==> config.mk <==
export PLATFORM = sky130hd
export DESIGN_NAME = boxcar_moving_average
export DESIGN_NICKNAME = d
export VERILOG_FILES = /design/src/design/bma_pkg.sv /design/src/design/boxcar_moving_average.sv
export SDC_FILE = /design/constraint.sdc
export NUM_CORES = 2
export LEC_CHECK = 0
export ABC_AREA = 1
export BUFFER_PORTS_ARGS = -buffer_cell sky130_fd_sc_hd__buf_4
export CAP_MARGIN = 30
export CELL_PAD_IN_SITES_DETAIL_PLACEMENT = 0
export CELL_PAD_IN_SITES_GLOBAL_PLACEMENT = 2
export CORE_UTILIZATION = 40
export CTS_CLUSTER_DIAMETER = 150
export DETAILED_ROUTE_END_ITERATION = 6
export MAX_ROUTING_LAYER = met4
export PLACE_DENSITY = 0.71
export SLEW_MARGIN = 20
export SYNTH_ARGS = -nofsm -noshare
export SYNTH_HDL_FRONTEND = slang
export SYNTH_SLANG_ARGS = --single-unit
==> constraint.sdc <==
create_clock -name clock -period 4.5 [get_ports clock]
set_input_delay 1.125 -clock clock [delete_from_list [all_inputs] [get_ports clock]]
set_output_delay 1.125 -clock clock [all_outputs]
set_load 0.005 [all_outputs]
==> src/design/bma_pkg.sv <==
// shared types and constants for the boxcar moving average block
// no dependencies
`default_nettype none

package bma_pkg;

   localparam int DATA_W       = 32;
   localparam int SUM_W        = 38;
   localparam int ALU_W        = SUM_W + 1;
   localparam int SEEN_W       = 6;
   localparam int NARROW_LIMIT = 3;
   localparam int CNT_W        = $clog2(SUM_W);

   typedef enum logic [8:0] {
      ST_IDLE = 9'b000000001,
      ST_READ = 9'b000000010,
      ST_ADD  = 9'b000000100,
      ST_SUB  = 9'b000001000,
      ST_ABS  = 9'b000010000,
      ST_DIV  = 9'b000100000,
      ST_SIGN = 9'b001000000,
      ST_EMIT = 9'b010000000,
      ST_NEXT = 9'b100000000
   } state_type;

endpackage

`default_nettype wire

==> src/design/boxcar_moving_average.sv <==
// centered boxcar moving average over a streamed spectrum
// uses bma_pkg; window samples live in a circular buffer memory
`default_nettype none

// a narrow window (below 3) passes a sample through the result register and the EMIT state into the
// output register; the next sample is not taken until that beat is loaded
// a normal sample steps through read, add, subtract and next; each average it releases adds the abs,
// divide, sign and emit states, with the one-bit-per-cycle 38-step divider on the shared 39-bit adder
// a last sample flushes up to half+1 averages; input is held off until the last of them is
// loaded into the output register
// synchronous active-high reset clears the window, sum, counts and the width register; the window
// memory itself is not swept: a fill count marks unwritten entries, which read as zero

module boxcar_moving_average #(
   parameter int MAX_WIDTH = 63
) (
   input  wire logic                        clock,
   input  wire logic                        reset,
   // csr_wr_data: window_width
   input  wire logic                        csr_wr_en,
   input  wire logic [5:0]                  csr_wr_data,
   // req_tdata: sample [31:0]
   input  wire logic                        req_tvalid,
   output      logic                        req_tready,
   input  wire logic [bma_pkg::DATA_W-1:0]  req_tdata,
   input  wire logic                        req_tlast,
   // rsp_tdata: average [31:0]
   output      logic                        rsp_tvalid,
   input  wire logic                        rsp_tready,
   output      logic [bma_pkg::DATA_W-1:0]  rsp_tdata,
   output      logic                        rsp_tlast
);
   import bma_pkg::*;

   localparam int WW  = $clog2(MAX_WIDTH + 1);
   localparam int AW  = $clog2(MAX_WIDTH);
   localparam int CAP = (MAX_WIDTH % 2 == 0) ? MAX_WIDTH - 1 : MAX_WIDTH;

   state_type               state_ff, state_in;
   logic [5:0]              cfg_ff, cfg_in;
   logic [WW-1:0]           w_ff, w_in;
   logic [WW-1:0]           half_ff, half_in;
   logic [WW-1:0]           f_ff, f_in;
   logic [WW-1:0]           fill_ff, fill_in;
   logic [AW-1:0]           head_ff, head_in;
   logic [SEEN_W-1:0]       seen_ff, seen_in;
   logic [SUM_W-1:0]        sum_ff, sum_in;
   logic [SUM_W-1:0]        q_ff, q_in;
   logic [WW-1:0]           rem_ff, rem_in;
   logic [CNT_W-1:0]        cnt_ff, cnt_in;
   logic                    neg_ff, neg_in;
   logic                    last_ff, last_in;
   logic                    narrow_ff, narrow_in;
   logic                    out_ok_ff, out_ok_in;
   logic [DATA_W-1:0]       push_ff, push_in;
   logic [DATA_W-1:0]       res_ff, res_in;
   logic                    res_last_ff, res_last_in;
   logic                    rsp_valid_ff, rsp_valid_in;
   logic [DATA_W-1:0]       rsp_data_ff, rsp_data_in;
   logic                    rsp_last_ff, rsp_last_in;

   logic [DATA_W-1:0]       mem [MAX_WIDTH];
   logic [DATA_W-1:0]       mem_q_ff;
   logic                    mem_en;
   logic [AW-1:0]           rd_addr, wr_addr;

   logic [ALU_W-1:0]        alu_a, alu_b, alu_y;
   logic                    alu_sub;

   logic [8:0]              w_wide, w_odd, wm1, head_x, rd_x;
   logic [WW-1:0]           w_eff;
   logic                    accept, out_free, want_out;
   logic [DATA_W-1:0]       outgoing;
   logic [WW:0]             rem_shift;

   // shared adder / subtractor
   assign alu_y = alu_a + (alu_sub ? ~alu_b : alu_b) + ALU_W'(alu_sub);

   assign accept   = req_tvalid && req_tready;
   assign out_free = !rsp_valid_ff || rsp_tready;

   // even widths round up, then clamp to the largest odd width the store holds
   always_comb begin
      w_odd  = 9'(cfg_ff) + (cfg_ff[0] ? 9'd0 : 9'd1);
      w_wide = (w_odd > 9'(CAP)) ? 9'(CAP) : w_odd;
      w_eff  = w_wide[WW-1:0];
   end

   // outgoing entry is w-1 pushes older than the newest one
   always_comb begin
      wm1     = 9'(w_ff) - 9'd1;
      head_x  = 9'(head_ff);
      rd_x    = (head_x >= wm1) ? head_x - wm1 : head_x + 9'(MAX_WIDTH) - wm1;
      rd_addr = rd_x[AW-1:0];
      wr_addr = (head_ff == AW'(MAX_WIDTH - 1)) ? '0 : head_ff + 1'b1;
   end

   assign outgoing  = out_ok_ff ? mem_q_ff : '0;
   assign rem_shift = {rem_ff, q_ff[SUM_W-1]};
   assign want_out  = (9'(seen_ff) + 9'(f_ff)) > 9'(half_ff);
   assign mem_en    = (state_ff == ST_READ);

   always_comb begin
      alu_a   = '0;
      alu_b   = '0;
      alu_sub = 1'b0;
      case (state_ff)
         ST_ADD: begin
            alu_a = ALU_W'($signed(sum_ff));
            alu_b = ALU_W'($signed(push_ff));
         end
         ST_SUB: begin
            alu_a   = ALU_W'($signed(sum_ff));
            alu_b   = ALU_W'($signed(outgoing));
            alu_sub = 1'b1;
         end
         ST_ABS: begin
            alu_b   = ALU_W'($signed(sum_ff));
            alu_sub = 1'b1;
         end
         ST_DIV: begin
            alu_a   = ALU_W'(rem_shift);
            alu_b   = ALU_W'(w_ff);
            alu_sub = 1'b1;
         end
         ST_SIGN: begin
            alu_b   = ALU_W'(q_ff);
            alu_sub = 1'b1;
         end
         default: begin
            alu_a = '0;
         end
      endcase
   end

   always_comb begin
      logic [SUM_W-1:0] sq;
      sq           = '0;
      state_in     = state_ff;
      cfg_in       = csr_wr_en ? csr_wr_data : cfg_ff;
      w_in         = w_ff;
      half_in      = half_ff;
      f_in         = f_ff;
      fill_in      = fill_ff;
      head_in      = head_ff;
      seen_in      = seen_ff;
      sum_in       = sum_ff;
      q_in         = q_ff;
      rem_in       = rem_ff;
      cnt_in       = cnt_ff;
      neg_in       = neg_ff;
      last_in      = last_ff;
      narrow_in    = narrow_ff;
      out_ok_in    = out_ok_ff;
      push_in      = push_ff;
      res_in       = res_ff;
      res_last_in  = res_last_ff;
      rsp_valid_in = rsp_valid_ff && !rsp_tready;
      rsp_data_in  = rsp_data_ff;
      rsp_last_in  = rsp_last_ff;

      case (state_ff)
         ST_IDLE: begin
            if (accept) begin
               last_in = req_tlast;
               if (w_wide < 9'(NARROW_LIMIT)) begin
                  narrow_in   = 1'b1;
                  res_in      = req_tdata;
                  res_last_in = req_tlast;
                  if (req_tlast) begin
                     sum_in  = '0;
                     seen_in = '0;
                     fill_in = '0;
                  end
                  state_in = ST_EMIT;
               end else begin
                  narrow_in = 1'b0;
                  w_in      = w_eff;
                  half_in   = w_eff >> 1;
                  f_in      = '0;
                  push_in   = req_tdata;
                  if (seen_ff != '1) begin
                     seen_in = seen_ff + 1'b1;
                  end
                  state_in = ST_READ;
               end
            end
         end
         ST_READ: begin
            out_ok_in = (fill_ff >= w_ff);
            head_in   = wr_addr;
            if (fill_ff != WW'(MAX_WIDTH)) begin
               fill_in = fill_ff + 1'b1;
            end
            state_in = ST_ADD;
         end
         ST_ADD: begin
            sum_in   = alu_y[SUM_W-1:0];
            state_in = ST_SUB;
         end
         ST_SUB: begin
            sum_in   = alu_y[SUM_W-1:0];
            state_in = want_out ? ST_ABS : ST_NEXT;
         end
         ST_ABS: begin
            neg_in   = sum_ff[SUM_W-1];
            q_in     = sum_ff[SUM_W-1] ? alu_y[SUM_W-1:0] : sum_ff;
            rem_in   = '0;
            cnt_in   = CNT_W'(SUM_W - 1);
            state_in = ST_DIV;
         end
         ST_DIV: begin
            // restoring step: keep the trial difference when it does not go negative
            rem_in = alu_y[ALU_W-1] ? rem_shift[WW-1:0] : alu_y[WW-1:0];
            q_in   = {q_ff[SUM_W-2:0], !alu_y[ALU_W-1]};
            cnt_in = cnt_ff - 1'b1;
            if (cnt_ff == '0) begin
               state_in = ST_SIGN;
            end
         end
         ST_SIGN: begin
            sq = neg_ff ? alu_y[SUM_W-1:0] : q_ff;
            // saturate to the 32-bit signed range
            if (sq[SUM_W-1:DATA_W-1] == '0 || sq[SUM_W-1:DATA_W-1] == '1) begin
               res_in = sq[DATA_W-1:0];
            end else begin
               res_in = {sq[SUM_W-1], {(DATA_W - 1){!sq[SUM_W-1]}}};
            end
            res_last_in = last_ff && (f_ff == half_ff);
            state_in    = ST_EMIT;
         end
         ST_EMIT: begin
            if (out_free) begin
               rsp_valid_in = 1'b1;
               rsp_data_in  = res_ff;
               rsp_last_in  = res_last_ff;
               state_in     = narrow_ff ? ST_IDLE : ST_NEXT;
            end
         end
         ST_NEXT: begin
            if (last_ff && (f_ff != half_ff)) begin
               // flush: push a zero beyond the end of the spectrum
               f_in     = f_ff + 1'b1;
               push_in  = '0;
               state_in = ST_READ;
            end else begin
               if (last_ff) begin
                  sum_in  = '0;
                  seen_in = '0;
                  fill_in = '0;
               end
               state_in = ST_IDLE;
            end
         end
         default: begin
            state_in = ST_IDLE;
         end
      endcase
   end

   always_ff @(posedge clock) begin
      if (reset) begin
         state_ff     <= ST_IDLE;
         cfg_ff       <= '0;
         f_ff         <= '0;
         fill_ff      <= '0;
         head_ff      <= '0;
         seen_ff      <= '0;
         sum_ff       <= '0;
         cnt_ff       <= '0;
         last_ff      <= 1'b0;
         narrow_ff    <= 1'b0;
         out_ok_ff    <= 1'b0;
         rsp_valid_ff <= 1'b0;
      end else begin
         state_ff     <= state_in;
         cfg_ff       <= cfg_in;
         f_ff         <= f_in;
         fill_ff      <= fill_in;
         head_ff      <= head_in;
         seen_ff      <= seen_in;
         sum_ff       <= sum_in;
         cnt_ff       <= cnt_in;
         last_ff      <= last_in;
         narrow_ff    <= narrow_in;
         out_ok_ff    <= out_ok_in;
         rsp_valid_ff <= rsp_valid_in;
      end
      w_ff        <= w_in;
      half_ff     <= half_in;
      q_ff        <= q_in;
      rem_ff      <= rem_in;
      neg_ff      <= neg_in;
      push_ff     <= push_in;
      res_ff      <= res_in;
      res_last_ff <= res_last_in;
      rsp_data_ff <= rsp_data_in;
      rsp_last_ff <= rsp_last_in;
   end

   // window buffer: read-first, so a full-width window sees the entry being replaced
   always_ff @(posedge clock) begin
      if (mem_en) begin
         mem[wr_addr] <= push_ff;
         mem_q_ff     <= mem[rd_addr];
      end
   end

   assign req_tready = (state_ff == ST_IDLE);
   assign rsp_tvalid = rsp_valid_ff;
   assign rsp_tdata  = rsp_data_ff;
   assign rsp_tlast  = rsp_last_ff;

   a_fill_bound: assert property (@(posedge clock) disable iff (reset)
      fill_ff <= WW'(MAX_WIDTH))
      else $error("fill count beyond window depth");

   a_rem_bound: assert property (@(posedge clock) disable iff (reset)
      (state_ff == ST_DIV) |-> (rem_ff < w_ff))
      else $error("divider remainder not below divisor");

   a_flush_bound: assert property (@(posedge clock) disable iff (reset)
      !narrow_ff && (state_ff != ST_IDLE) |-> (f_ff <= half_ff))
      else $error("flush index past half width");

   a_emit_loads: assert property (@(posedge clock) disable iff (reset)
      (state_ff == ST_EMIT) && out_free |=> rsp_valid_ff && (state_ff != ST_EMIT))
      else $error("result beat not loaded");

   a_div_length: assert property (@(posedge clock) disable iff (reset)
      (state_ff == ST_ABS) |=> (state_ff == ST_DIV) && (cnt_ff == CNT_W'(SUM_W - 1)))
      else $error("divider not started with full count");

endmodule

`default_nettype wire
==> flow_summary.json <==
{
  "irDropWorstVdd_mv": 0.377,
  "maxSlewHeadroom": 0.327,
  "utilization": 0.482,
  "synth_top_cell_area_share": 0.695,
  "worstPathRequired_ns": 5.12,
  "portBuffers": 77,
  "cts_tree": "yes",
  "coreArea_sq_um": 236000,
  "fp.dieH_microns": 489,
  "rsz0062_at_grt": "yes",
  "timing.final.crit_period_ns": 4.40,
  "path_max_fanout": 6,
  "dp_hpwl_microns": 185000,
  "synthesis.area_sq_um": 94900,
  "synth_area_leaders": "edfxtp_1 (69%), o21ai_0 (7.4%), nor2_1 (5.8%), o22ai_1 (3.4%), nand2_1 (2.1%)",
  "dr.pass1.iters": 6,
  "clock-root-buffer": "clkbuf_16",
  "grt-ovfl-total": 0,
  "ys_top_cells_by_count": "edfxtp_1 (2,196), nor2_1 (1,460), o21ai_0 (1,400)",
  "gp_congestion": 0.891,
  "fmax_ghz": 0.227,
  "crit_path_end_kind": "flop",
  "die_x_microns": 489,
  "period_share": 0.978,
  "grt_max_degree": 102,
  "layout_setup_ws_ns": 0.0994,
  "cts_hold_buf": 0,
  "worstSkewPairLatency_ns": 0.89,
  "grt_util_all_layers": 0.265,
  "synth.avg_cell_area_sq_um": 12.1,
  "cp-start-kind": "flop",
  "syn_to_final_growth_pct": 19.6,
  "synth_flop_cell": "edfxtp_1",
  "synth_top_area_cell": "edfxtp_1",
  "setup_viol": 0,
  "outcome": "completed",
  "grt_pass1_vias": 62400,
  "drt_iter0_drc": 6619,
  "wire_per_inst_microns": 26.9,
  "vias": 66000,
  "hold_viol_final": 0,
  "drcViolationCount": 0,
  "drive_gt1_frac": 0.180,
  "fin_skew_ns": 0.0466,
  "synth_cell_types": 62,
  "tightest_slew_ns": 1.01,
  "path_class": "reg -> reg",
  "synth_edf_count": 2196,
  "p_leak_nw": 38.2,
  "via_per_inst": 5.62,
  "rows": 178,
  "pre_cts_ws_ns": -0.105,
  "antenna_found_initial": 17,
  "ioPinCount": 79,
  "synthCells": 7853,
  "yosysMostFrequentCell": "edfxtp_1",
  "num-nets-final": 8508,
  "synth_seq_cells": 2282,
  "wirelength_microns": 315000,
  "cts_made_buffers": 234,
  "clock_path_buffers": 3,
  "power.density_nw_per_um2": 622,
  "ant_nets": 0,
  "path_clk_slew_ns": 0.07,
  "cts_max_level": 4,
  "synth.net_count": 7967,
  "grt_pass1_wl_microns": 444000,
  "initial_core_util": 0.403,
  "yosysWarnings": 0,
  "synthArstFlopShare": 0,
  "clock_sinks": 2282,
  "drv_cap": 0,
  "worstPathArrival_ns": 5.02,
  "slew_viol_final": 0,
  "synth_seq_area_share": 0.713,
  "die_area_sq_um": 239000,
  "hold_path_class": "reg -> reg"
}
==> layout by cell type (no fill, tap or decap), drive strengths merged, types with 101 or more instances in the layout <==
master | netlist | routed
inv | 278 | 286
edfxtp | 2196 | 2196
buf | 168 | 805
a21oi | 219 | 219
nor2 | 1472 | 1472
nand2 | 553 | 553
o22ai | 520 | 520
o21ai | 1438 | 1438
clkbuf | 338 | 305
o21bai | 101 | 101
nand3 | 147 | 147
==> kinds of logic after synthesis <==
family | Yosys count | share of synthesized area
flops | 2282 | 0.713
simple gates | 2224 | 0.0932
compound gates | 2442 | 0.145
fa+ha+maj | 70 | 0.00955
xor+xnor | 44 | 0.00414
other cells | 1 | 0.0000395
buf+inv | 790 | 0.0349
==> critical path: stages, from the launching register on <==
cell and delay, ns:
dfxtp_2 0.34, nor2_4 0.19, buf_6 0.13, nand3_4 0.08, nor3_4 0.19, buf_12 0.17
buf_12 0.11, clkbuf_16 0.15, nand2_1 0.06, a21oi_2 0.22, ha_4 0.26, a21oi_2 0.17
buf_4 0.13, o21ai_0 0.11, a21oi_1 0.22, o21ai_2 0.11, a21oi_2 0.27, nand3_1 0.10
nand3_1 0.11, nand2_1 0.08, nor2_2 0.15, nand4_4 0.16, a21oi_4 0.19, buf_12 0.18
clkbuf_16 0.17, a21oi_2 0.05
==> routing by layer <==
layer	wire (microns)	track usage	share of wire
met5	0	-	0
met4	7870	0.0654	0.025
met3	20900	0.0369	0.066
met2	149000	0.421	0.47
met1	138000	0.360	0.44
==> flip-flops by register name, indices dropped and copies added, names as in the netlist, 9 cells and up <==
name / count
state_ff: 9
sum_ff: 38
q_ff: 38
res_ff: 32
push_ff: 32
mem_q_ff: 32
mem: 2016
rsp_tdata: 32
==> area by class of cell <==
| class | count | area [sq um] |
|---|---|---|
| flip-flops and latches | 2282 | 67700 |
| multi-input cells | 4781 | 25600 |
| repair buffers | 816 | 7740 |
| inverters | 279 | 1080 |
| fillers | 21100 | 122000 |
| well taps | 3150 | 3940 |
| diodes | 2 | 5.00 |
| clock inverters | 136 | 1290 |
| clock buffers | 294 | 6150 |
==> report_power, final <==
group          switching [W]  total, W  internal, W
sequential          0.000185    0.0253       0.0251
clock                0.00826    0.0191       0.0108
combinational         0.0178    0.0262      0.00840
total                 0.0262    0.0706       0.0444
==> path summary, 6_finish.rpt <==
| kind | start | to | slack [ns] | depth (start not counted) |
|---|---|---|---|---|
| worst max-delay path | state_ff[1] | res_ff[11] | 0.1 | 25 |
| worst min-delay path | res_ff[20] | rsp_tdata[20] | 0.42 | 0 |
| worst max register to register | state_ff[1] | res_ff[11] | 0.1 | 25 |
| worst min register to register | res_ff[20] | rsp_tdata[20] | 0.42 | 0 |
==> per-stage QoR <==
| step | TNS [ns] | total power [W] | instance area, sq um | hold slack, ns | std cells |
|---|---|---|---|---|---|
| finish | 0 | 0.0706 | 114000 | 0.418 | 11700 |
| floorplan | 0 | 0.0381 | 94900 | 0.400 | 7853 |
| global placement | -0.335 | 0.0514 | 104000 | 0.401 | 11200 |
| global route | -1.92 | 0.0734 | 114000 | 0.424 | 11700 |
| detailed placement | -0.796 | 0.0516 | 104000 | 0.405 | 11200 |
| CTS | 0 | 0.0707 | 112000 | 0.412 | 11700 |
==> timing repair <==
| action | in CTS | in global routing |
|---|---|---|
| endpoints found under the hold margin | 0 | 0 |
| pin swaps | 1 | 104 |
| gates resized for setup | 6 | 328 |
| endpoints found under the setup margin | 25 | 55 |
| cloned | 0 | 14 |
| setup buffers | 4 | 45 |
Note: power is estimated with default switching activity, not from simulation.
